## config.mk

```make
export PLATFORM = sky130hd
export DESIGN_NAME = mvn_mul
export DESIGN_NICKNAME = d
export VERILOG_FILES = /design/src/rtl/mvn_mul.sv
export SDC_FILE = /design/constraint.sdc
export NUM_CORES = 2
export LEC_CHECK = 0
export BUFFER_PORTS_ARGS = -buffer_cell sky130_fd_sc_hd__buf_4
export CORE_ASPECT_RATIO = 0.9
export CORE_MARGIN = 2
export CORE_UTILIZATION = 45
export CTS_CLUSTER_DIAMETER = 60
export DETAILED_ROUTE_END_ITERATION = 12
export HOLD_SLACK_MARGIN = 0.15
export PLACE_DENSITY = 0.65
export SYNTH_ARGS = -nofsm -noshare
export SYNTH_HDL_FRONTEND = slang
export SYNTH_SLANG_ARGS = --single-unit
```

## constraint.sdc

```tcl
create_clock -name clk -period 14.73 [get_ports clk]
set_input_delay 3.6825 -clock clk [delete_from_list [all_inputs] [get_ports clk]]
set_output_delay 3.6825 -clock clk [all_outputs]
set_load 0.005 [all_outputs]
```

## src/rtl/mvn_mul.sv

```systemverilog
// shared signed multiplier with registered product
// no dependencies
module mvn_mul #(
	parameter int W = 31
) (
	input  logic                  clk,
	input  logic signed [W-1:0]   a,
	input  logic signed [W-1:0]   b,
	output logic signed [2*W-1:0] prod
);

	always_ff @(posedge clk) begin
		prod <= a * b;
	end

endmodule

```

Word level (Yosys, flattened, before mapping). Index checks and enable logic that the tools add are counted.

Output and inout port bits: 62. Register bits after elaboration: 62. Word-level logic and storage cells: 2. Input bits: 63.

Multiply operators: 1.

Operator list (count): 31-bit by 31-bit multiplier with 62-bit output (1).

Depth between registers and ports, before layout.
Word-level depth: 1. Mapped depth: 30. Depth with buffers taken out: 28.

Worst setup path before layout. Ideal clock, no wire load.

Path type: in2reg. From: in a[30]. To: reg prod[60]. Data required time: 14.651 ns. Data arrival time: 10.689 ns. Path buffers: 1. Setup slack: 3.962 ns. Cell stages on the path: 26. Path through: clkbuf_1 nand2_1 inv_1 fa_1 inv_1 fa_1 inv_1 fa_1 fa_1 inv_1 fa_1 inv_1 fa_1 inv_1 fa_1 fa_1 inv_1 ha_1 a21oi_1 o21bai_1 a21oi_1 o21ai_0 a21oi_1 a21oi_1 or4_1 o211ai_1.

Longest elaborated chain between the ends: 1.

RTL lines: start: declaration (RTL line 7) `input logic signed [W-1:0] a,`; 31-bit by 31-bit multiplier with 62-bit output (RTL line 13) `prod <= a * b;`; end signal: assignment (RTL line 13); end: declaration (RTL line 9) `output logic signed [2*W-1:0] prod`.

No other way between the ends.

Final worst setup path.
From: in a[30]. To: reg prod[54].

The elaborated chain is that of the path after synthesis.

==> summary.md <==
| Metric | Value |
|---|---|
| Status | `completed` |
| Minimum clock period | `12.04 ns` |
| Cell Count, Final, Fillers Out | `around 4800` |
| #FFs+latches synth | `62` |
| Synth warnings | `0` |
| TritonCTS buffer count | `9` |
| WHS Path Cells | `2` |
| Core Region | `0.0780 mm²` |
| CP Data Arrival Time | `12.31 ns` |
| Required time of the critical path | `15.00 ns` |
| H-tree Lvls | `3` |
| Die W | `300 µm` |
| Post-DR wirelength/cell | `19.7 µm` |
| Antenna Nets Post-Route | `0` |
| Synth async-reset ratio | `0` |
| Synth Area per Inst | `9.37 µm²` |
| Core Util, Final | `0.479` |
| Clock transition at path regs | `0.07 ns` |
| Placed insts | `4761` |
| Most frequent cells in the layout | `fa_1, inv_1, nand2_1` |
| Clk buf depth | `2` |
| Total negative setup slack | `0 ns` |
| Number of global-route vias before repair | `26900` |
| Num ports | `125` |
| Clk root buf | `clkbuf_16` |
| Post-Syn Instances | `between 3000 and 4000` |
| Congestion Overflow GR | `0` |
| Max cap viols | `0` |
| Initial DRC Count | `about 1500` |
| Hpwl dp | `75700 µm` |
| Biggest regs | `prod x62` |
| Die height | `271 µm` |
| Storage cell area | `between 0.001 and 0.0015 mm²` |
| CTS tree | `built` |
| Global placer's final weighted congestion | `0.870` |
| Layout cells sized above 1 | `0.0399` |
| Multi-input gate area | `0.0298 mm²` |
| Nets | `4996` |
| Post-CTS sizing | `0` |
| Post-CTS setup repair buffer count | `0` |
| Main flop type after synthesis | `dfxtp_1` |
| Initial antenna violation count | `2` |
| WHS Endpoint | `prod[0]` |
| Layout area overhead | `4.97%` |
| Largest net degree at the start of global routing | `33` |
| Final Max Tran Viols | `0` |
| # DRC | `0` |
| Die footprint | `0.0813 mm²` |
| Std-Cell Rows | `97` |
| Final setup fails | `0` |
| Fillers | `7383` |
| DR vias/cell | `5.09` |
| Type of the worst setup path | `in2reg` |
| Slew @ Worst Pin | `1.03 ns` |
| Hold Path Class | `in2reg` |
| Crit path max fanout | `31` |
| Hold_buf cts | `0` |
| Worst setup SP type | `primary input` |
| Largest register by flop count | `prod` |
| Post-synth EDFFs | `0` |
| Final cycle utilization of the critical path | `0.818` |
| Sequential share of the synthesized area | `0.0349` |
| Post-synth cell types | `47` |
| Area of the mapped netlist | `between 0.03 and 0.04 mm²` |
| Tot GR Track Use | `0.249` |
| Starting density of the core | `0.456` |
| DR vias | `24300` |
| Clock sinks | `62` |
| Worst hold slack | `3.73 ns` |
| Worst setup EP type | `flop` |
| Most common cell after layout, fill and taps aside | `fa_1` |
| Post-Route WL | `94300 µm` |
| RSZ-0062 raised after global routing | `false` |
| First-pass GRT wire length | `155000 µm` |
| Hold_sp | `b[0]` |
| Max FFs per register | `just over 60` |
| Slew HR | `0.306` |
| Final hold vios | `0` |
| Number of I/O port buffers | `124` |
| Maximum operating frequency | `83.0 MHz` |
| Syn nets | `around 5000` |
| Drt pass-1 iters | `5` |
==> worst max-delay path, cell delays in order <==
cell and delay [ns]:
buf_4 0.36, nand2_1 0.16, inv_1 0.16, fa_1 0.48, fa_1 0.53, ha_1 0.77
fa_1 0.57, fa_1 0.50, fa_1 0.50, fa_1 0.50, inv_1 0.07, fa_1 0.50
inv_1 0.05, ha_1 0.39, nand4_1 0.26, or3_1 0.57, nor4_1 0.37, o21a_1 0.46
o2111ai_1 0.21, a21oi_1 0.40, o21ai_1 0.18, a21oi_1 0.18, nor2_1 0.05, o311ai_0 0.38
==> how the worst max path moves through the flow <==
stage | start | end | depth (start not counted)
3_5_place_dp | a[30] | prod[54] | 24
3_3_place_gp | a[30] | prod[54] | 24
5_1_grt | a[30] | prod[54] | 24
4_1_cts | a[30] | prod[54] | 24
2_1_floorplan | a[30] | prod[60] | 26
6_report | a[30] | prod[54] | 24
==> layer usage <==
| layer | vias to the layer above | wire length, µm | track usage |
|---|---|---|---|
| li1 | 10600 | - | - |
| met1 | 12800 | 39800 | 0.343 |
| met2 | 797 | 45100 | 0.404 |
| met3 | 129 | 7050 | 0.0493 |
| met4 | 2 | 2290 | 0.0630 |
| met5 | - | 10 | 0 |
==> through the flow <==
stage / instance area, µm² / setup WS (ns)
3_5_place_dp: 37100 / 2.36
3_3_place_gp: 37100 / 2.25
5_1_grt: 37300 / 2.05
4_1_cts: 37300 / 2.75
6_report: 37300 / 2.69
2_1_floorplan: 35600 / 3.96
==> logic make-up after synthesis <==
family	synth area share
compound gates	0.0325
xor+xnor	0.0167
flops	0.0349
buf+inv	0.128
fa+ha+maj	0.637
mux	0.000316
simple gates	0.151
==> synthesized netlist by cell type, types with 7 or more instances <==
master    number  area share
nand4_1       10      0.0018
nand2b_1      10      0.0018
ha_1         182       0.064
fa_1        1018        0.57
o21ai_0       23      0.0032
a21oi_1       64      0.0090
and2_1       451       0.079
dfxtp_1       62       0.035
clkbuf_1     198       0.021
nor2b_1       29      0.0051
o211ai_1       7      0.0015
xnor2_1       46       0.011
a21o_1        30      0.0063
nand2_1      514       0.054
inv_1       1016        0.11
o21bai_1       8      0.0017
xor2_1        22      0.0054
nor2_1        26      0.0027
nand3_1       14      0.0020
==> final cells by class <==
class,instances,area share
Inverter,1016,0.102
Sequential cell,62,0.0332
Timing Repair Buffer,124,0.0249
Clock buffer,10,0.00640
Multi-Input combinational cell,2520,0.797
Antenna cell,1,0.0000670
Tap cell,1039,0.0348
Clock inverter,6,0.00101
Power is not shown: default switching activity piles up to over one toggle a cycle in this logic, so the estimate is an artifact.
