File: src/rtl/mvn_ram.sv
// generic single write port, single read port ram with registered read
// no dependencies
module mvn_ram #(
	parameter int WIDTH = 8,
	parameter int DEPTH = 16
) (
	input  logic                     clk,
	input  logic                     we,
	input  logic [$clog2(DEPTH)-1:0] waddr,
	input  logic [WIDTH-1:0]         wdata,
	input  logic [$clog2(DEPTH)-1:0] raddr,
	output logic [WIDTH-1:0]         rdata
);

	logic [WIDTH-1:0] mem [DEPTH];

	always_ff @(posedge clk) begin
		if (we) begin
			mem[waddr] <= wdata;
		end
		rdata <= mem[raddr];
	end

endmodule

File: config.mk
export PLATFORM = sky130hd
export DESIGN_NAME = mvn_ram
export DESIGN_NICKNAME = d
export VERILOG_FILES = /design/src/rtl/mvn_ram.sv
export SDC_FILE = /design/constraint.sdc
export NUM_CORES = 1
export LEC_CHECK = 0
export BUFFER_PORTS_ARGS = -buffer_cell sky130_fd_sc_hd__buf_2
export CORE_ASPECT_RATIO = 1.1
export CORE_UTILIZATION = 65
export CTS_CLUSTER_SIZE = 8
export DETAILED_ROUTE_END_ITERATION = 7
export MAX_ROUTING_LAYER = met4
export PLACE_DENSITY = 0.84
export RECOVER_POWER = 50
export SLEW_MARGIN = 0
export SYNTH_ARGS = -nofsm -noshare
export SYNTH_HDL_FRONTEND = slang
export SYNTH_SLANG_ARGS = --single-unit
export TNS_END_PERCENT = 10
File: constraint.sdc
create_clock -name clk -period 3 [get_ports clk]
set_input_delay 0.15 -clock clk [delete_from_list [all_inputs] [get_ports clk]]
set_output_delay 0.15 -clock clk [all_outputs]
set_load 0.05 [all_outputs]
---- Word level (Yosys, flattened, before mapping) ----
Memories as Yosys holds them, arrays and structs flattened. A register that Yosys moved wholly into a read port is not among the register bits.
Index checks and enable logic that the tools add are counted.
storage, ports and cells
  memories kept ........................... 1
  bits in writable memories ............... 128
  logic and storage cells ................. 3
  output and inout bits ................... 8
  register bits after elaboration ......... 0
cells by class
  muxes and demuxes ....................... 2
memories
  memory  words  bits a word  rd ports  clocked after memory_dff  wr ports  RTL line  source
  mem     16     8            1         1                         1         15        logic [WIDTH-1:0] mem [DEPTH];
operator list
  cell               number
  two-way mux 1 bit  2

---- Longest topological paths before layout ----
Gate-level depths: netlist of run 1.
  depth after elaboration ................. 2
  gate-level depth with buffers ........... 5
  gate-level depth less buffers ........... 3

---- Worst setup path before layout of run 1 ----
No wires, ideal clock.
  path type ............................... input -> register
  from .................................... input waddr[2]
  to ...................................... memory mem[0][0] (enable)
  cell stages on the path ................. 2
  data arrival time ....................... 1260 ps
  setup slack ............................. 1357 ps
  setup time .............................. 383 ps
  cells stage by stage .................... or3b_2 -> nor3_1
RTL lines
  item             RTL line  source
  start, declared  9         input logic [$clog2(DEPTH)-1:0] waddr,
  end, declared    15
Straight into the memory's write port.

==> results.json, run 1 <==
{
  "clock_sinks": 136,
  "p_per_area_nw_per_um2": 747,
  "drv_slew": 0,
  "clk_latency_ns": 0.51,
  "dieArea_um2": 8280,
  "ff_latch_area_um2": 4000,
  "n_fill_cell": 387,
  "slew_headroom_pct": 28.5,
  "dpl.hpwl_mm": 6.21,
  "wl_met2_mm": 5.28,
  "cp_slowest_cell": "mux4_1",
  "worst_setup_path_start_kind": "input port",
  "ys_seq_area_share_pct": 77.8,
  "slowest_delay_ns": 0.61,
  "rows": 33,
  "highest_layer": "met4",
  "cts-hold-fix-buffers": 0,
  "finalCritPeriodShare_pct": 50.5,
  "syn-num-nets": 247,
  "path_class": "in -> reg",
  "cts_root_buffer": "clkbuf_8",
  "cp_max_fo": 17,
  "start_util_pct": 68.1,
  "met1_length_mm": 4.00,
  "finalCriticalPeriod_ns": 1.52,
  "area_growth_pct": 15.5,
  "multi_input_area_um2": 1060,
  "vias": 2512,
  "hp-class": "in -> reg",
  "cts-htree-levels": 4,
  "clk_pin_slew_ns": 0.06,
  "rsz0062_at_grt": "false",
  "crit_required_ns": 3.40,
  "nets": 287,
  "ctsResizeCount": 0,
  "grt_max_degree": 33,
  "drv_cap": 0,
  "grt_pass1_vias": 2605,
  "status": "completed",
  "crit_chain": "buf_2 > buf_4 > mux4_1 > a22oi_1 > nand2_1",
  "ir_drop_mv": 0.519,
  "ios": 26,
  "fin_tns_setup_ns": 0,
  "diodes": 0,
  "numCtsBuffers": 17,
  "cts_setup_buffers": 0,
  "syn_inst": 229,
  "clock-skew-final_ns": 0.00726,
  "drive_above_1_share_pct": 24.8,
  "met3_length_um": 923,
  "ys_warn_count": 0,
  "grt_overflow_total": 0,
  "worst_pin_slew_ns": 1.07,
  "finalSetupViolCount": 0,
  "avgViaCountPerCell": 6.49,
  "synth.distinct_cells": 19,
  "antenna_found_initial": 0,
  "coreArea_um2": 7560,
  "drcViolationCount": 0,
  "drt-pass1-iter-count": 6,
  "synth_area_per_cell_um2": 22.5,
  "timing.fmax_ghz": 0.660,
  "ant_nets": 0,
  "place_area_um2": 5360,
  "wl_per_cell_um": 27.0,
  "first_iter_violations": 273,
  "finalHoldViolCount": 0,
  "grt_use_total_pct": 29.0,
  "grt_pass1_wl_mm": 15.1,
  "design_area_um2": 5940,
  "ys_ff_latch": 136,
  "portBuffers": 25,
  "final_util_pct": 78.7,
  "leakage_nw": 1.98,
  "clockBufferDepth": 2,
  "gp_congestion": 0.788,
  "worst_setup_path_end_kind": "flop",
  "dieWidth_um": 86.9,
  "crit_arrival_ns": 1.91,
  "syn-cell-area_um2": 5150,
  "routed_wl_mm": 10.5,
  "die_h_um": 95.3,
  "cts_tree": "built"
}
## cell type report
class	instances	share of cell area, %
clock inverters	11	2.46
multi-input cells	83	17.8
repair buffers	31	2.61
flip-flops and latches	136	67.4
well taps	105	2.21
clock buffers	21	7.56
## kinds of logic after synthesis
kind of cell    count (synthesis)  share of synthesized area (%)
simple gates                   35                           3.18
buf+inv                        10                           1.68
compound gates                 16                           2.33
mux                            32                           15.0
flops                         136                           77.8
## sequential cells by signal (all words and copies together), names as in the netlist
register / count
mem: 128
rdata: 8
## metal layers
metal	GRT usage (%)	vias up
met5	-	-
met4	13.6	0
met3	7.36	23
met2	44.0	158
met1	37.5	1274
li1	-	1057
## critical path: cells and delay by family
family                 cells  cell delay, ns
AO/OA/AOI/OAI              1            0.26
buffers and inverters      2            0.80
multiplexers               1            0.61
AND/OR/NAND/NOR            1            0.09
## cell usage in the layout (no fill, tap or decap)
cell        instances
a22oi_1            16
and2_1              1
and2b_1             1
buf_2              16
buf_4               5
bufinv_16           3
clkbuf_1           12
clkbuf_16          16
clkbuf_8            3
clkinv_2            3
clkinv_4            1
clkinvlp_4          2
dfxtp_1             8
edfxtp_1          128
inv_6               2
mux4_1             14
mux4_2             18
nand2_1             9
nand2b_1            2
nand3_1             1
nand3b_1            2
nor2_1             13
nor2b_1             1
nor3_1              4
or3b_2              1
## worst paths after layout
kind | start | end | slack (ns) | cells past startpoint
worst max-delay path | raddr[0] | rdata[1] | 1.48 | 5
worst max register to register | mem[2][7] | rdata[7] | 1.58 | 3
worst min register to register | mem[11][2] | rdata[2] | 0.68 | 3
worst min-delay path | waddr[0] | mem[4][3] | 0.13 | 2
## power breakdown
group          switching, W  internal (W)
Clock              0.000757       0.00131
Sequential        0.0000138       0.00213
Combinational      0.000156     0.0000765
Total              0.000927       0.00351
## through the flow
| stage | hold slack, ns | total power (W) | cells | setup slack (ns) |
|---|---|---|---|---|
| after CTS | 0.00311 | 0.00446 | 387 | 1.50 |
| after detailed placement | 0.537 | 0.00241 | 355 | 0.929 |
| after global placement | 0.529 | 0.00240 | 355 | 1.09 |
| after global routing | 0.122 | 0.00455 | 387 | 1.40 |
| final | 0.126 | 0.00444 | 387 | 1.48 |
| after floorplan | 0.249 | 0.00233 | 229 | 1.36 |
## synthesized netlist by cell type
master	n	area [um2]
a22oi_1	16	120
and2_1	1	6.26
and2b_1	1	7.51
buf_2	3	15.0
buf_4	1	7.51
buf_6	3	33.8
clkdlybuf4s25_2	3	30.0
dfxtp_1	8	160
edfxtp_1	128	3840
mux4_1	14	368
mux4_2	18	405
nand2_1	9	33.8
nand2b_1	2	12.5
nand3_1	1	5.00
nand3b_1	2	15.0
nor2_1	13	48.8
nor2b_1	1	6.26
nor3_1	4	20.0
or3b_2	1	8.76
Note: power is estimated with default switching activity, not from simulation.
==> run 2: changes to the inputs <==
Settings changed: CORE_UTILIZATION 65 to 54, PLACE_DENSITY 0.84 to 0.74.
Clock period 3 ns to 1.3 ns, I/O delays scaled along.
==> run 2 against run 1 <==
  * Combinational power rose to 2.6 times the previous value
  * Final area rose by 4.6%
  * Die area up 20%
  * Register-to-register slack lost 1.7 ns
  * Final cell count up 11%
  * Via count rose by 1.5%
  * Sequential cell count did not move
  * The run now ends with negative setup slack left
  * Largest cell class unchanged
==> results.json, run 2 (same netlist as run 1, synthesis figures left out) <==
{
  "whs_endpoint": "rdata[2]",
  "antenna_found_initial": 0,
  "grt_pass1_wl_mm": 14.9,
  "clk_latency_ns": 0.53,
  "r2r-end": "rdata[3]",
  "clock_sinks": 136,
  "regToRegStartpoint": "mem[3][3]",
  "fin_tns_setup_ns": -0.312,
  "grt_pass1_vias": 2618,
  "worst_pin_slew_ns": 0.797,
  "path_class": "reg -> reg",
  "top_register": "mem",
  "gp_congestion": 0.821,
  "avgViaCountPerCell": 5.96,
  "drive_above_1_share_pct": 31.2,
  "total_power_w": 0.00984,
  "wl_per_cell_um": 22.7,
  "drcViolationCount": 0,
  "numCtsBuffers": 17,
  "first_iter_violations": 212,
  "finalCritPeriodShare_pct": 111,
  "crit_required_ns": 1.72,
  "dp.cells": 388,
  "cp_slowest_cell": "mux4_2",
  "crit_chain": "mux4_2 > a22oi_2 > nand2_1",
  "finalHoldViolCount": 0,
  "leakage_nw": 2.12,
  "die_h_um": 104,
  "final_common_cell": "edfxtp_1",
  "highest_layer": "met4",
  "drv_cap": 0,
  "worstHoldStart": "raddr[2]",
  "ir_drop_mv": 1.16,
  "critical_path_depth": 3,
  "final_cell_mix": "edfxtp_1 (128), buf_4 (20), mux4_2 (19), buf_2 (17), clkbuf_16 (16)",
  "path_buf_inv": 0,
  "hp-class": "in -> reg",
  "ios": 26,
  "portBuffers": 25,
  "wl_met2_mm": 5.11,
  "slowest_delay_ns": 0.57,
  "finalSetupViolCount": 4,
  "worst_setup_path_start_kind": "flop",
  "cp_top_family": "multiplexers",
  "drt-pass1-iter-count": 4,
  "top_regs": "mem x128, rdata x8",
  "nets": 316,
  "cts_tree": "built",
  "rsz0062_at_grt": "true",
  "cts-htree-levels": 4,
  "clk_pin_slew_ns": 0.06,
  "timing.fmax_ghz": 0.693,
  "status": "complete, but fails checks",
  "slew_headroom_pct": 46.7,
  "start_util_pct": 55.3,
  "drv_slew": 0,
  "clock-skew-final_ns": 0.00697,
  "routed_wl_mm": 9.71,
  "grt_max_degree": 28,
  "finalCriticalPeriod_ns": 1.44,
  "fin_cells": 428,
  "violations": "negative setup slack",
  "crit_arrival_ns": 1.86,
  "vias": 2550,
  "grt_overflow_total": 0,
  "grt_use_total_pct": 23.1,
  "diodes": 0,
  "ant_nets": 0,
  "met3_length_um": 541,
  "cts_setup_buffers": 0,
  "largest_reg_flops": 128,
  "dieWidth_um": 95.1,
  "hold_ws_ns": 0.105,
  "dpl.hpwl_mm": 5.82,
  "holdPathStages": 4,
  "n_fill_cell": 586,
  "r2r_slack_ns": -0.14,
  "reg2regPathDepth": 3,
  "dieArea_um2": 9930,
  "coreArea_um2": 9310,
  "pre_cts_slack_ns": -0.214,
  "setup_ws_ns": -0.143,
  "area_growth_pct": 20.8,
  "worst_setup_path_end_kind": "flop",
  "rows": 37,
  "met1_length_mm": 3.71,
  "cp_max_fo": 1,
  "cts_root_buffer": "clkbuf_8",
  "p_per_area_nw_per_um2": 1580,
  "clockBufferDepth": 2
}
[run 2: cell count changes in the layout (fill, tap and decap cells not counted), sizes merged]
cell	change
buf	+21
bufinv	-2
clkbuf	-2
clkinv	+2
clkinvlp	+4
dlygate4sd3	+8
inv	-2
[run 2: per-stage QoR]
step / area, um2 / utilization, %
global placement: 5600 / 60.2
floorplan: 5150 / -
CTS: 6240 / 67.0
detailed placement: 5600 / 60.2
global route: 6220 / 66.8
finish: 6220 / 66.8
[run 2: how the worst max path moves through the flow]
| stage | endpoint | slack (ns) | start |
|---|---|---|---|
| floorplan | mem[3][0] | -0.03 | waddr[2] |
| CTS | rdata[3] | -0.18 | mem[2][3] |
| finish | rdata[3] | -0.14 | mem[3][3] |
| detailed placement | rdata[3] | -0.21 | raddr[0] |
| global route | rdata[3] | -0.15 | mem[3][3] |
| global placement | rdata[0] | -0.16 | raddr[0] |
[run 2: worst min-delay path, delay by kind of cell]
kind                   cells  cell delay, ns
buffers and inverters      1            0.10
and+or+nand+nor            2            0.21
AOI/OAI and AO/OA          1            0.20
[run 2: per-layer routing]
| layer | vias up | track usage (%) |
|---|---|---|
| li1 | 1110 | - |
| met1 | 1293 | 27.6 |
| met2 | 114 | 35.5 |
| met3 | 33 | 6.87 |
| met4 | 0 | 11.6 |
| met5 | - | - |
[run 2: layout make-up]
class	count	area [um2]	share of cell area, %
well taps	117	146	2.35
clock buffers	19	442	7.10
clock inverters	13	105	1.69
multi-input cells	83	1070	17.2
repair buffers	60	453	7.28
flip-flops and latches	136	4000	64.4
[run 2: where the power goes]
| group | internal [W] | switching, W | total (W) |
|---|---|---|---|
| clock network | 0.00261 | 0.00170 | 0.00431 |
| registers | 0.00491 | 0.0000263 | 0.00493 |
| logic | 0.000236 | 0.000360 | 0.000596 |
[run 2: repair_timing]
action / in CTS / in global routing
gates resized for setup: 3 / 0
setup endpoints to repair: 5 / 6
endpoints found under the hold margin: 128 / 0
pin swaps: 1 / 0
hold buffers: 8 / 0
cloned: 0 / 0
==> run 3: changes to the inputs <==
Settings changed: ABC_AREA from default to 1, CORE_UTILIZATION 54 to 55, PLACE_DENSITY 0.74 to 0.75.
==> run 3 against run 2 <==
  * Synthesized area up 12%
  * Register-to-register slack better by 0.37 ns
  * Sequential power about the same
  * Critical endpoint is now rdata[6]
  * Global-route usage up 3.4 points
  * Critical path type is now reg -> out
  * Sequential cell count unchanged
  * First-iteration DRC count up 80%
  * Clock power up 7.7%
  * Total power up 4.7%
  * The run now ends clean
  * Hold slack worse by 0.043 ns
==> results.json, run 3 <==
{
  "status": "completed",
  "final_common_cell": "nand2_1",
  "fin_cells": 757,
  "clk_latency_ns": 0.52,
  "nets": 622,
  "final_util_pct": 67.0,
  "crit_chain": "buf_2",
  "cp_top_family": "flip-flops",
  "clockBufferDepth": 2,
  "slowest_delay_ns": 0.37,
  "grt_max_degree": 65,
  "multi_input_area_um2": 1210,
  "ys_top_cells_by_area": "edfxtp_1 (67%), nand2_1 (11%), nand3_1 (8.4%), inv_1 (6.5%), dfxtp_1 (2.8%)",
  "rows": 38,
  "dpl.hpwl_mm": 7.79,
  "n_fill_cell": 759,
  "r2r-end": "rdata[0]",
  "grt_pass1_wl_mm": 20.1,
  "cts_setup_buffers": 0,
  "top_register": "mem",
  "cp_slowest_cell": "dfxtp_1",
  "p_per_area_nw_per_um2": 1530,
  "hp-class": "in -> reg",
  "cts-htree-levels": 4,
  "drt-pass1-iter-count": 5,
  "final_cell_mix": "nand2_1 (173), edfxtp_1 (128), inv_1 (100), nand3_1 (97), clkbuf_1 (27)",
  "synth_top_area_share_pct": 66.7,
  "avgViaCountPerCell": 5.23,
  "finalSetupViolCount": 0,
  "p_int_w": 0.00807,
  "worst_pin_slew_ns": 0.792,
  "syn_inst": 551,
  "synth_top_area_cell": "edfxtp_1",
  "p_seq_share_pct": 47.9,
  "rsz0062_at_grt": "false",
  "ff_latch_area_um2": 4000,
  "worst_setup_path_end_kind": "output pin",
  "timing.fmax_ghz": 0.805,
  "ir_drop_mv": 0.925,
  "numCtsBuffers": 17,
  "hold_ws_ns": 0.0622,
  "dp.cells": 716,
  "drv_slew": 0,
  "ant_nets": 0,
  "ios": 26,
  "cts_tree": "built",
  "cts_root_buffer": "clkbuf_8",
  "clock_sinks": 136,
  "drive_above_1_share_pct": 8.91,
  "total_power_w": 0.0103,
  "swShare_pct": 21.7,
  "synth-main-ff-cell": "edfxtp_1",
  "synth.distinct_cells": 12,
  "ys_ff_latch": 136,
  "fin_tns_setup_ns": 0,
  "r2r_slack_ns": 0.23,
  "crit_arrival_ns": 1.18,
  "syn-cell-area_um2": 5770,
  "path_buf_inv": 1,
  "grt_use_total_pct": 26.5,
  "regToRegStartpoint": "mem[5][0]",
  "first_iter_violations": 382,
  "antenna_found_initial": 0,
  "ctsResizeCount": 0,
  "yosys-top-cells-count": "nand2_1 (173), edfxtp_1 (128), inv_1 (100)",
  "clock-skew-final_ns": 0.00428,
  "grt_pass1_vias": 3841,
  "ys_seq_area_share_pct": 69.4,
  "drcViolationCount": 0,
  "dieWidth_um": 99.6,
  "clockPowerShare_pct": 45.1,
  "largest_reg_flops": 128,
  "diodes": 0,
  "pwr-share-comb_pct": 7.0,
  "gp_congestion": 0.808,
  "synth_edf_count": 128,
  "start_util_pct": 57.5,
  "reg2regPathDepth": 6,
  "coreArea_um2": 10000,
  "dieArea_um2": 10900,
  "worst_setup_path_start_kind": "flop",
  "syn-num-nets": 569,
  "finalCriticalPeriod_ns": 1.24,
  "crit_required_ns": 1.24,
  "top_regs": "mem x128, rdata x8",
  "finalCritPeriodShare_pct": 95.6,
  "whs_endpoint": "rdata[2]",
  "power_switching_w": 0.00223,
  "drv_cap": 0,
  "portBuffers": 25,
  "path_class": "reg -> out",
  "grt_overflow_total": 0,
  "die_h_um": 109,
  "synth_area_per_cell_um2": 10.5,
  "worstHoldStart": "raddr[1]",
  "slew_headroom_pct": 47.2,
  "finalHoldViolCount": 0,
  "area_growth_pct": 16.5,
  "clk_pin_slew_ns": 0.06,
  "vias": 3958,
  "synth_most_common_cell": "nand2_1",
  "routed_wl_mm": 12.7,
  "holdPathStages": 6,
  "async_flop_share_pct": 0,
  "ys_warn_count": 0,
  "leakage_nw": 2.87,
  "wl_per_cell_um": 16.8,
  "cp_max_fo": 1
}
## run 3: cell count changes in the layout (fill, tap and decap cells not counted), sizes merged, moves of 4 or more
cell    previous run  this run
a22oi             16         0
inv                0       102
clkbuf            29        45
nor3               4         0
nand3              1        97
nand2              9       173
clkinv             6         1
mux4              32         0
buf               42        28
nor2              13        17
## run 3: power groups by stage
stage	combinational (W)	sequential, W	clock, W
CTS	0.000729	0.00493	0.00467
detailed placement	0.000702	0.00502	0
finish	0.000719	0.00494	0.00464
global placement	0.000684	0.00502	0
floorplan	0.000346	0.00512	0
global route	0.000783	0.00494	0.00486
## run 3: layout make-up
class                      count  area share [%]
clock buffer                  24            6.70
clock inverter                 8            1.84
timing repair buffer          58            5.49
tap                          140            2.61
multi-input combinational    289            18.1
sequential                   136            59.6
inverter                     102            5.70
## run 3: repair_timing
action | 4_1_cts | 5_1_grt
endpoints found under the hold margin | 133 | 0
setup endpoints to repair | 0 | 0
hold buffers | 9 | 0
## run 3: kinds of logic after synthesis
group	synth area share [%]
buffers and inverters	9.52
DFF	69.4
and+or+nand+nor	21.0
## run 3: worst max path at each step
stage	from	end	slack, ns	depth (start not counted)
2_1_floorplan	waddr[2]	mem[10][0]	0.28	2
3_3_place_gp	raddr[0]	rdata[6]	0.16	8
3_5_place_dp	raddr[0]	rdata[5]	0.13	8
4_1_cts	rdata[6]	rdata[6]	0.05	1
5_1_grt	rdata[6]	rdata[6]	0.02	1
6_report	rdata[6]	rdata[6]	0.06	1
## run 3: routing by layer
| metal | global-route usage [%] | vias to the layer above | part of all wire [%] |
|---|---|---|---|
| met4 | 10.4 | 0 | 2.9 |
| met2 | 42.1 | 194 | 49 |
| li1 | - | 1878 | - |
| met5 | - | - | 0 |
| met3 | 6.61 | 35 | 7.6 |
| met1 | 33.2 | 1851 | 41 |
## run 3: worst register-to-register path, cell delays in order, from the launching register on
cell	delay (ns)
edfxtp_1	0.39
inv_1	0.10
nand2_1	0.06
nand3_1	0.10
nand3_1	0.10
nand3_1	0.15
nand2_1	0.07
## run 3: through the flow
| step | area (um2) | setup slack [ns] |
|---|---|---|
| 5_1_grt | 6720 | 0.0231 |
| 2_1_floorplan | 5770 | 0.284 |
| 4_1_cts | 6780 | 0.0499 |
| 3_3_place_gp | 6120 | 0.161 |
| 6_report | 6720 | 0.0574 |
| 3_5_place_dp | 6120 | 0.132 |
