`src/rtl/mvn_pkg.sv`:
```
// shared types, constants and request codes for the vertex normal generator
// no dependencies
package mvn_pkg;

	localparam int MAX_VERTICES_DEF = 1024;
	localparam int POS_BITS_DEF     = 16;

	localparam int SLOT_W  = 10;
	localparam int COORD_W = 16;
	localparam int SUM_W   = 40;
	localparam int OUT_W   = 16;
	localparam int MAG_W   = 30;
	localparam int SQ_W    = 62;
	localparam int LEN_W   = 31;
	localparam int QUO_W   = 15;

	localparam logic [1:0] REQ_LOAD  = 2'd0;
	localparam logic [1:0] REQ_TRI   = 2'd1;
	localparam logic [1:0] REQ_READ  = 2'd2;
	localparam logic [1:0] REQ_CLEAR = 2'd3;

	localparam logic [1:0] STAT_OK    = 2'd0;
	localparam logic [1:0] STAT_ZERO  = 2'd1;
	localparam logic [1:0] STAT_RANGE = 2'd2;

	localparam logic [QUO_W-1:0] NORM_ONE = 15'd16384;

	localparam logic signed [SUM_W-1:0] SUM_MAX = {1'b0, {(SUM_W-1){1'b1}}};
	localparam logic signed [SUM_W-1:0] SUM_MIN = {1'b1, {(SUM_W-1){1'b0}}};

	typedef enum logic [12:0] {
		S_CLEAR   = 13'b0000000000001,
		S_IDLE    = 13'b0000000000010,
		S_TRI_RD  = 13'b0000000000100,
		S_TRI_MUL = 13'b0000000001000,
		S_ACC_RD  = 13'b0000000010000,
		S_ACC_WR  = 13'b0000000100000,
		S_SUM_RD  = 13'b0000001000000,
		S_SUM_CAP = 13'b0000010000000,
		S_NORM    = 13'b0000100000000,
		S_SQ      = 13'b0001000000000,
		S_ROOT    = 13'b0010000000000,
		S_DIV     = 13'b0100000000000,
		S_DONE    = 13'b1000000000000
	} state_t;

	typedef enum logic {
		RD_ROOT = 1'b0,
		RD_DIV  = 1'b1
	} rd_op_t;

	typedef struct packed {
		logic   start;
		rd_op_t op;
	} rd_req_t;

endpackage

```
`src/rtl/mvn_rootdiv.sv`:
```
// iterative square root (two bits per step) and restoring divider (one quotient
// bit per step) sharing one compare and subtract unit; uses mvn_pkg
module mvn_rootdiv (
	input  logic                     clk,
	input  logic                     arst_n,
	input  mvn_pkg::rd_req_t         req,
	input  logic [mvn_pkg::SQ_W-1:0]  rad,
	input  logic [mvn_pkg::MAG_W-1:0] mag,
	input  logic [mvn_pkg::LEN_W-1:0] den,
	output logic                     done,
	output logic [mvn_pkg::LEN_W-1:0] result
);

	localparam int RW    = mvn_pkg::SQ_W + 1;
	localparam int NUM_W = mvn_pkg::MAG_W + mvn_pkg::QUO_W;
	localparam int LW    = mvn_pkg::LEN_W;
	localparam int QW    = mvn_pkg::QUO_W;

	mvn_pkg::rd_op_t op_q;
	logic            busy_q;
	logic            done_q;
	logic [4:0]      cnt_q;
	logic [RW-1:0]   n_q;
	logic [RW-1:0]   r_q;
	logic [RW-1:0]   bit_q;
	logic [QW-1:0]   num_q;
	logic [QW-1:0]   q_q;
	logic [LW-1:0]   den_q;

	logic [RW-1:0]    opa;
	logic [RW-1:0]    opb;
	logic [RW:0]      diff;
	logic             ge;
	logic [NUM_W-1:0] numer;

	always_comb begin
		if (op_q == mvn_pkg::RD_ROOT) begin
			opa = n_q;
			opb = r_q + bit_q;
		end else begin
			opa = RW'({n_q[LW-1:0], num_q[QW-1]});
			opb = RW'(den_q);
		end
		diff  = {1'b0, opa} - {1'b0, opb};
		ge    = ~diff[RW];
		numer = {1'b0, mag, {(QW-1){1'b0}}} + NUM_W'(den >> 1);
	end

	// control
	always_ff @(posedge clk or negedge arst_n) begin
		if (!arst_n) begin
			busy_q <= 1'b0;
			done_q <= 1'b0;
			cnt_q  <= '0;
			op_q   <= mvn_pkg::RD_ROOT;
		end else begin
			done_q <= 1'b0;
			if (req.start) begin
				busy_q <= 1'b1;
				op_q   <= req.op;
				cnt_q  <= (req.op == mvn_pkg::RD_ROOT) ? 5'(mvn_pkg::SQ_W / 2 - 1)
					: 5'(QW - 1);
			end else if (busy_q) begin
				cnt_q <= cnt_q - 5'd1;
				if (cnt_q == 5'd0) begin
					busy_q <= 1'b0;
					done_q <= 1'b1;
				end
			end
		end
	end

	// datapath
	always_ff @(posedge clk) begin
		if (req.start) begin
			if (req.op == mvn_pkg::RD_ROOT) begin
				n_q   <= RW'(rad);
				r_q   <= '0;
				bit_q <= RW'(1) << (mvn_pkg::SQ_W - 2);
			end else begin
				n_q   <= RW'(numer[NUM_W-1:QW]);
				num_q <= numer[QW-1:0];
				q_q   <= '0;
				den_q <= den;
			end
		end else if (busy_q) begin
			if (op_q == mvn_pkg::RD_ROOT) begin
				if (ge) begin
					n_q <= diff[RW-1:0];
					r_q <= (r_q >> 1) + bit_q;
				end else begin
					r_q <= r_q >> 1;
				end
				bit_q <= bit_q >> 2;
			end else begin
				n_q   <= ge ? RW'(diff[LW-1:0]) : RW'(opa[LW-1:0]);
				num_q <= num_q << 1;
				q_q   <= {q_q[QW-2:0], ge};
			end
		end
	end

	assign done   = done_q;
	assign result = (op_q == mvn_pkg::RD_ROOT) ? r_q[LW-1:0] : LW'(q_q);

endmodule

```
`config.mk`:
```
export PLATFORM = sky130hd
export DESIGN_NAME = mvn_rootdiv
export DESIGN_NICKNAME = d
export VERILOG_FILES = /design/src/rtl/mvn_pkg.sv /design/src/rtl/mvn_rootdiv.sv
export SDC_FILE = /design/constraint.sdc
export NUM_CORES = 1
export LEC_CHECK = 0
export BUFFER_PORTS_ARGS = -buffer_cell sky130_fd_sc_hd__buf_4
export CAP_MARGIN = 0
export CORE_AREA = 2 2 219 221
export CTS_BUF_LIST = sky130_fd_sc_hd__clkbuf_2 sky130_fd_sc_hd__clkbuf_4 sky130_fd_sc_hd__clkbuf_8
export CTS_CLUSTER_SIZE = 40
export DETAILED_ROUTE_END_ITERATION = 10
export DIE_AREA = 0 0 221 223
export SKIP_LAST_GASP = 1
export SLEW_MARGIN = 20
export SYNTH_ARGS = -nofsm -noshare
export SYNTH_HDL_FRONTEND = slang
export SYNTH_SLANG_ARGS = --single-unit
```
`constraint.sdc`:
```
create_clock -name clk -period 14.3 [get_ports clk]
set_input_delay 0 -clock clk [delete_from_list [all_inputs] [get_ports clk]]
set_output_delay 0 -clock clk [all_outputs]
set_load 0.02 [all_outputs]
```
After elaboration in Yosys (flattened, before gate mapping)
Cells that the tools add are included.

storage, ports and cells
  input port bits = 127
  output and inout bits = 32
  bits in registers = 258
  word-level logic and storage cells = 62

cells by class
  muxes and demuxes = 35
  add/sub/neg operators = 5
  eq/ne operators = 4
  bitwise operators = 1
  reduce and logical (&&, ||, !) cells = 7

operator list
  kind                                                                 number
  63-bit two-way mux                                                   15
  15-bit two-way mux                                                   8
  63-bit by 63-bit subtractor with 64-bit output                       1
  62-bit by 63-bit adder with 63-bit output                            1
  63-bit adder                                                         1
  31-bit two-way mux                                                   2
  62-bit two-way mux                                                   1
  44-bit by 30-bit adder with 45-bit output                            1
  5-bit two-way mux                                                    3
  1-bit two-way mux                                                    6
  2-bit inequality test (second input constant)                        3
  3-bit AND reduction                                                  2
  5-bit logical NOT                                                    1
  5-bit by 1-bit subtractor with 5-bit output (second input constant)  1
  2-bit AND reduction                                                  2
  2-bit nonzero test                                                   2
  3-bit inequality test (second input constant)                        1
  1-bit inverter                                                       1

Depth between registers and ports, before layout
Gate-level depths: netlist of run 1.

  depth after elaboration = 7
  mapped depth = 25
  gate-level depth less buffers = 21

Least setup slack after synthesis of run 1
OpenSTA, ideal clock, no wires.

  path kind = reg2reg
  from = reg r_q[8]
  to = reg n_q[0], enable pin
  slack = 7721 ps
  library setup time = 422 ps
  cell stages (with the launch flop) = 21
  data arrival time = 6157 ps
  buffers on the path = 3
  path through = edfxtp_1 > ha_1 > nand4_1 > nor3_1 > nor2_1 > o31ai_1 > a31oi_1 > o21ai_0 > a31o_2 > o31ai_1 > mux2i_1 > ha_1 > nand4_1 > or4_1 > a31oi_1 > nand2b_1 > buf_2 > buf_2 > buf_2 > o21ai_0 > nand2_1

on the way
  cells in the longest elaborated chain, start to end = 5

ends and longest elaborated chain
  what                                            line               text
  start, declared                                 mvn_rootdiv.sv:24  logic [RW-1:0] r_q;
  start signal, assigned                          mvn_rootdiv.sv:90  r_q <= (r_q >> 1) + bit_q;
  start signal, assigned                          mvn_rootdiv.sv:92  r_q <= r_q >> 1;
  63-bit adder                                    mvn_rootdiv.sv:39  opb = r_q + bit_q;
  63-bit two-way mux                              mvn_rootdiv.sv:37  if (op_q == mvn_pkg::RD_ROOT) begin
  63-bit by 63-bit subtractor with 64-bit output  mvn_rootdiv.sv:44  diff = {1'b0, opa} - {1'b0, opb};
  3-bit inequality test (no line)                 --
  2-bit AND reduction (no line)                   --
  end signal, assigned                            mvn_rootdiv.sv:77  n_q <= RW'(rad);
  end signal, assigned                            mvn_rootdiv.sv:81  n_q <= RW'(numer[NUM_W-1:QW]);
  end signal, assigned                            mvn_rootdiv.sv:89  n_q <= diff[RW-1:0];
  end, declared                                   mvn_rootdiv.sv:23  logic [RW-1:0] n_q;

Every way passes these cells.
A chain may end at the register's enable or synchronous reset.

Worst setup path in the final report of run 1
  from = reg r_q[6]
  to = reg n_q[10], enable pin

Same word-level chain as after synthesis.

==> reports/summary.txt, run 1 <==
Worst Setup End Kind -> register
Max-slew headroom -> 27.2%
largest net degree at the start of global routing -> 80
clock slew at reported path FFs -> 0.06 ns
detailed-route DRC error count -> 0
CTS tree -> built
Die X -> 221 um
hold worst-path end -> n_q[26]
Total Power -> 3.99 mW
WL/cell -> 20.3 um
Core Box Area -> 47100 um2
antenna violations before repair -> 0
via count -> 19.3k
mapped cell area -> 20900 um2
antenna cell count -> 0
clk_lat worst skew -> 0.64 ns
via density per instance -> 5.93
Top FF cell, synth -> edfxtp_1
Final nets -> 2898
TritonCTS Buffers -> 44
Worst Path Arrival -> 8.06 ns
GRT overflow -> 0
Slew Limit Fails -> 0
final setup vio count -> 0
worst reg2reg path depth -> 19
WS Path Type -> register to register
clk sinks -> 226
mean post-synth cell area -> 8.67 um2
Synth cell types -> 93
status -> finished, final reports clean
Total GRT Usage -> 26.3%
Initial Util -> 44.4%
Max-Cap Viols -> 0
fin crit share -> 54.8%
end of the worst register-to-register path -> n_q[10]
DP HPWL -> 49500 um
endpoints failing hold -> 0
hold path startpoint -> mag[27]
Post-Route WL -> 66200 um
clock root buffer -> clkbuf_8
P&R area growth vs syn -> 16.6%
number of global-route vias before repair -> 19.3k
post-route ant nets -> 0
critical path data required time -> 14.52 ns
GPL Wtd Cong -> 0.926
fmax -> 128 MHz
first-pass GRT wire length -> 104000 um
layout cells sized above 1 -> 13.9%
number of synthesized flops with an enable pin -> 218
startpoint types -> register
Max Root-Sink Buffers -> 3
fraction of registers with async set/reset -> 3.54%
IO Port Bufs -> 158
Reg2Reg Launch Point -> r_q[6]
Detailed Routing Iterations Pass 1 -> 5
CP max FO -> 68
Syn Nets -> 2695
WHS Path Cells -> 4
Post-Synthesis Cells -> 2414
Site Rows -> 80
flop-to-flop setup slack -> 6.47 ns
H-tree levels -> 2
Boundary Pins -> 159
Synth Register Bits -> 226
maximum vdd drop -> 0.123 mV
Yosys warning total -> 0
die area -> 49300 um2
Power Density -> 163 nW/um2
post-synthesis sequential area ratio -> 32.2%
Slew @ Worst Pin -> 1.08 ns
Hold Crit Class -> input pin to register
Fin Setup TNS -> 0 ns
Clock Skew -> 0.0441 ns
Tmin final -> 7.83 ns
die height -> 223 um
leakage -> 9.64 nW
post-cts resize count -> 0
RSZ-0062 raised after global routing -> no
1st-iter DRT viols -> 1246
==> area by class of cell <==
type	count	area, um2
timing repair buffer	283	2400
tap	615	769
multi-input combinational	2003	13300
sequential	226	6750
clock inverter	22	246
inverter	59	221
clock buffer	54	681
fill	4545	22700
==> cell usage after synthesis (53+ instances only) <==
library cell	n	area share [%]
inv_1	57	1.0
nor2b_1	116	3.5
edfxtp_1	218	31
o21ai_0	164	3.9
nand2_1	264	4.7
a21oi_1	196	4.7
clkbuf_1	76	1.4
nor2_1	189	3.4
ha_1	152	9.1
xnor2_1	81	3.4
nor3_1	53	1.3
a31oi_1	78	2.3
xor2_1	65	2.7
nand4_1	64	1.9
mux2_2	71	3.8
==> how the worst max path moves through the flow <==
stage / from / to / depth (start not counted)
finish: r_q[6] / n_q[10] / 19
global route: r_q[6] / n_q[2] / 19
CTS: r_q[6] / n_q[4] / 19
detailed placement: r_q[6] / n_q[0] / 19
global placement: r_q[6] / n_q[0] / 19
floorplan: r_q[8] / n_q[0] / 20
==> layer usage <==
metal | global-route usage [%] | routed length (um) | share of wire (%)
met1 | 32.0 | 27800 | 42
met2 | 47.0 | 33100 | 50
met3 | 3.24 | 2770 | 4.2
met4 | 11.0 | 2570 | 3.9
met5 | 0 | 0 | 0
==> through the flow <==
step	hold WS (ns)	util [%]	worst slack [ns]	std cells	instance area, um2
floorplan	-0.296	-	7.72	2414	20900
global placement	-0.176	47.4	6.68	3076	22400
detailed placement	-0.175	47.4	6.53	3076	22400
CTS	0.00237	51.8	6.49	3262	24400
global route	0.0378	51.8	5.86	3262	24400
finish	0.00808	51.8	6.47	3262	24400
==> cell families (layout without fill, tap and decap cells) <==
| group | Yosys count | after routing | synth area share (%) |
|---|---|---|---|
| simple gates | 856 | 856 | 20.0 |
| compound gates | 736 | 736 | 22.4 |
| flops | 226 | 226 | 32.2 |
| buf+inv | 185 | 418 | 4.22 |
| fa+ha+maj | 154 | 154 | 9.28 |
| xor+xnor | 146 | 146 | 6.11 |
| mux | 111 | 111 | 5.73 |
==> layout by cell type, fill, tap and decap left out, types with 14 or more instances in the layout <==
cell type / n
edfxtp_1: 218
a21oi_1: 196
o21ai_0: 164
nand2b_1: 14
nor2b_1: 116
clkbuf_8: 44
and3_1: 24
inv_1: 57
nor2_1: 187
mux2i_1: 40
dlygate4sd3_1: 110
nand4_1: 64
nor3_1: 52
buf_4: 172
a31o_2: 21
a211oi_1: 34
a21boi_0: 17
mux2_2: 71
xor2_1: 65
nand3_1: 38
or3_1: 24
nand2_1: 262
and2_1: 18
a31oi_1: 78
o211ai_1: 23
o21bai_1: 32
o21a_1: 30
a21o_1: 42
xnor2_1: 81
ha_1: 152
==> worst max-delay path: stages (launching register included) <==
cell	delay (ns)
edfxtp_1	0.52
ha_1	0.39
nand4_1	0.14
nor3_1	0.30
nor2_1	0.11
o31ai_1	0.64
a31oi_1	0.33
o21ai_0	0.79
a31o_2	0.30
o31ai_1	0.09
mux2i_1	0.13
ha_1	0.40
nand4_1	0.36
or4_1	0.63
a31oi_1	0.42
nand2b_2	0.21
buf_4	0.57
o21ai_0	0.20
nand2_2	0.12
buf_4	0.69
==> report_power, final <==
part | leakage, nW | internal (mW) | switching [mW]
registers | 2.30 | 0.925 | 0.134
logic | 6.85 | 0.881 | 1.32
clock network | 0.478 | 0.407 | 0.317
==> flip-flops by register name (all words and copies together) (netlist names) <==
| name | flops |
|---|---|
| bit_q | 31 |
| den_q | 31 |
| op_q | 1 |
| q_q | 15 |
| n_q | 63 |
| r_q | 63 |
| cnt_q | 5 |
| busy_q | 1 |
| num_q | 15 |
| done | 1 |
==> repair_timing <==
item / 4_1_cts / 5_1_grt
hold endpoints to repair: 121 / 0
hold buffers: 110 / 0
setup buffers: 0 / 0
endpoints found under the setup margin: 0 / 0
Note: power is estimated with default switching activity, not from simulation.
==> run 2: changes to the inputs <==
==> constraint.sdc (replaced) <==
create_clock -name clk -period 7.2 [get_ports clk]
set_input_delay 0 -clock clk [delete_from_list [all_inputs] [get_ports clk]]
set_output_delay 0 -clock clk [all_outputs]
set_load 0.02 [all_outputs]
==> run 2 against run 1 <==
  * Fmax increased by 16%
  * Cell area increased by 0.43%
  * Non-clock buffer count increased by 8
  * Die area unchanged
  * Total power increased by 98%
  * Routed wire length decreased by 0.95%
  * Sequential power increased by 99%
  * Worst setup slack got worse by 6.0 ns
  * Final cell count increased by 0.28%
  * Clock power increased by 96%
  * Combinational power increased by 98%
  * Largest cell class unchanged
  * Largest power group unchanged
==> reports/summary.txt, run 2 (synthesized netlist as in run 1, its figures left out) <==
status -> finished, final reports clean
detailed-route DRC error count -> 0 (unchanged)
Worst Setup End Kind -> register
WS Path Type -> register to register
clock root buffer -> clkbuf_8
WL/cell -> 20.1 um (-1.2%)
Die X -> 221 um (unchanged)
commonest non-fill, non-tap cell in the layout -> nand2_1
maximum vdd drop -> 0.206 mV (+67%)
Initial Util -> 44.4% (unchanged)
IO Port Bufs -> 158 (unchanged)
Storage cell area -> 6750 um2 (unchanged)
endpoints failing hold -> 0 (unchanged)
Tmin final -> 6.74 ns (-1.10 ns)
CP max FO -> 43 (-37%)
clock slew at reported path FFs -> 0.06 ns (about the same)
layout cells sized above 1 -> 14.2% (+0.33 points)
Site Rows -> 80 (unchanged)
Placed Cells -> 3082 (+0.20%)
Max Root-Sink Buffers -> 3 (unchanged)
WHS -> 0.0705 ns (+0.0624 ns)
most frequent cells in the layout -> 263 x nand2_1, 218 x edfxtp_1, 196 x a21oi_1
post-route ant nets -> 0 (unchanged)
Filler cells -> 4445 (-2.2%)
GPL Wtd Cong -> 0.914 (-1.3%)
placed cell areas -> 22500 um2 (+0.37%)
Slew Limit Fails -> 0 (unchanged)
leakage -> 9.70 nW (+0.67%)
Clock Skew -> 0.0294 ns (-0.0147 ns)
first-pass GRT wire length -> 103000 um (-1.1%)
critical path data required time -> 7.56 ns (-6.96 ns)
H-tree levels -> 2 (unchanged)
multi-input gate area in the final layout -> 13300 um2 (about the same)
die area -> 49300 um2 (unchanged)
die height -> 223 um (unchanged)
number of global-route vias before repair -> 19.3k (unchanged)
dpl ws -> 0.690 ns (-5.84 ns)
clk_lat worst skew -> 0.64 ns (about the same)
RSZ-0062 raised after global routing -> no
P&R area growth vs syn -> 17.1%
Detailed Routing Iterations Pass 1 -> 7 (+2)
setup ws final -> 0.465 ns (-6.00 ns)
clk sinks -> 226 (unchanged)
1st-iter DRT viols -> 1202 (-3.5%)
setup bufs post-CTS -> 0 (unchanged)
Non-Filler Instances -> 3271 (+0.28%)
startpoint types -> register
Power Density -> 322 nW/um2 (+97%)
Largest regs -> n_q: 63 flops, r_q: 63 flops
Fin Setup TNS -> 0 ns (unchanged)
antenna violations before repair -> 0 (unchanged)
fmax -> 148 MHz (+16%)
Max-Cap Viols -> 0 (unchanged)
TritonCTS Buffers -> 43 (-2.3%)
Total GRT Usage -> 26.0% (-0.34 points)
antenna cell count -> 0 (unchanged)
DP HPWL -> 48900 um (-1.2%)
via count -> 19.4k (+0.047%)
Boundary Pins -> 159 (unchanged)
largest net degree at the start of global routing -> 71 (-11%)
Final nets -> 2905 (+0.24%)
Hold Crit Class -> input pin to register
Post-Route WL -> 65600 um (-0.95%)
GRT overflow -> 0 (unchanged)
fin crit share -> 93.5% (+39 points)
Total Power -> 7.88 mW (+98%)
via density per instance -> 5.92 (-0.23%)
Core Box Area -> 47100 um2 (unchanged)
Slew @ Worst Pin -> 1.04 ns (-0.0367 ns)
Worst Path Arrival -> 7.10 ns (-0.96 ns)
fin area -> 24500 um2 (+0.43%)
CTS tree -> built
final setup vio count -> 0 (unchanged)
final core utilization -> 52.0% (+0.22 points)
Max-slew headroom -> 30.2% (+3.0 points)
[run 2: cell types whose count changed in the layout (fill, tap and decap cells not counted), moves of 2 or more]
cell           before  now
clkinv_2            3    6
buf_4             172  175
clkinv_1           10    8
buf_12              0    3
dlygate4sd3_1     110  112
[run 2: power breakdown]
| part | leakage [nW] | internal [mW] | switching [mW] |
|---|---|---|---|
| combinational | 6.91 | 1.77 | 2.59 |
| clock | 0.486 | 0.789 | 0.628 |
| sequential | 2.30 | 1.84 | 0.273 |
[run 2: area by class of cell]
type	count	area share [%]
clock inverters	21	0.893
multi-input cells	2003	54.4
clock buffers	56	2.86
well taps	615	3.14
inverters	59	0.904
flip-flops and latches	226	27.5
repair buffers	291	10.2
[run 2: timing repair]
| item | 4_1_cts | 5_1_grt |
|---|---|---|
| hold buffers | 112 | 0 |
| endpoints found under the setup margin | 0 | 2 |
| endpoints found under the hold margin | 159 | 0 |
| gates resized for setup | 0 | 2 |
[run 2: path summary, 6_finish.rpt]
| check | cells after the start | start | slack (ns) | endpoint |
|---|---|---|---|---|
| setup / recovery | 23 | r_q[2] | 0.46 | n_q[17] |
| hold / removal | 5 | mag[22] | 0.07 | n_q[21] |
| setup reg to reg | 23 | r_q[2] | 0.46 | n_q[17] |
| hold reg to reg | 1 | num_q[4] | 0.55 | num_q[5] |
| max in group asynchronous | 3 | arst_n | 6.53 | op_q |
| min in group asynchronous | 3 | arst_n | 0.35 | cnt_q[4] |
[run 2: per-layer routing]
layer / routed length, um / vias to the layer above / track usage, %
met2: 32500 / 487 / 46.1
met4: 2400 / 0 / 10.3
met3: 2690 / 140 / 3.17
met1: 28000 / 9268 / 32.1
li1: - / 9458 / -
met5: 0 / - / 0
[run 2: worst max-delay path: stages (launching register included)]
cell and delay (ns):
edfxtp_1 0.47, ha_1 0.38, a21o_1 0.18, a31oi_1 0.26
o21ai_0 0.28, a22oi_2 0.30, nor4_1 0.11, buf_4 0.17
o211ai_1 0.47, nand3_1 0.19, a31oi_1 0.25, mux2i_1 0.27
ha_1 0.38, a21o_1 0.22, a21o_1 0.16, a21oi_1 0.30
o21ai_0 0.19, a221oi_2 0.40, nand2_1 0.15, nor2_4 0.14
buf_12 0.23, mux2i_1 0.25, o22ai_1 0.09, dlygate4sd3_1 0.58
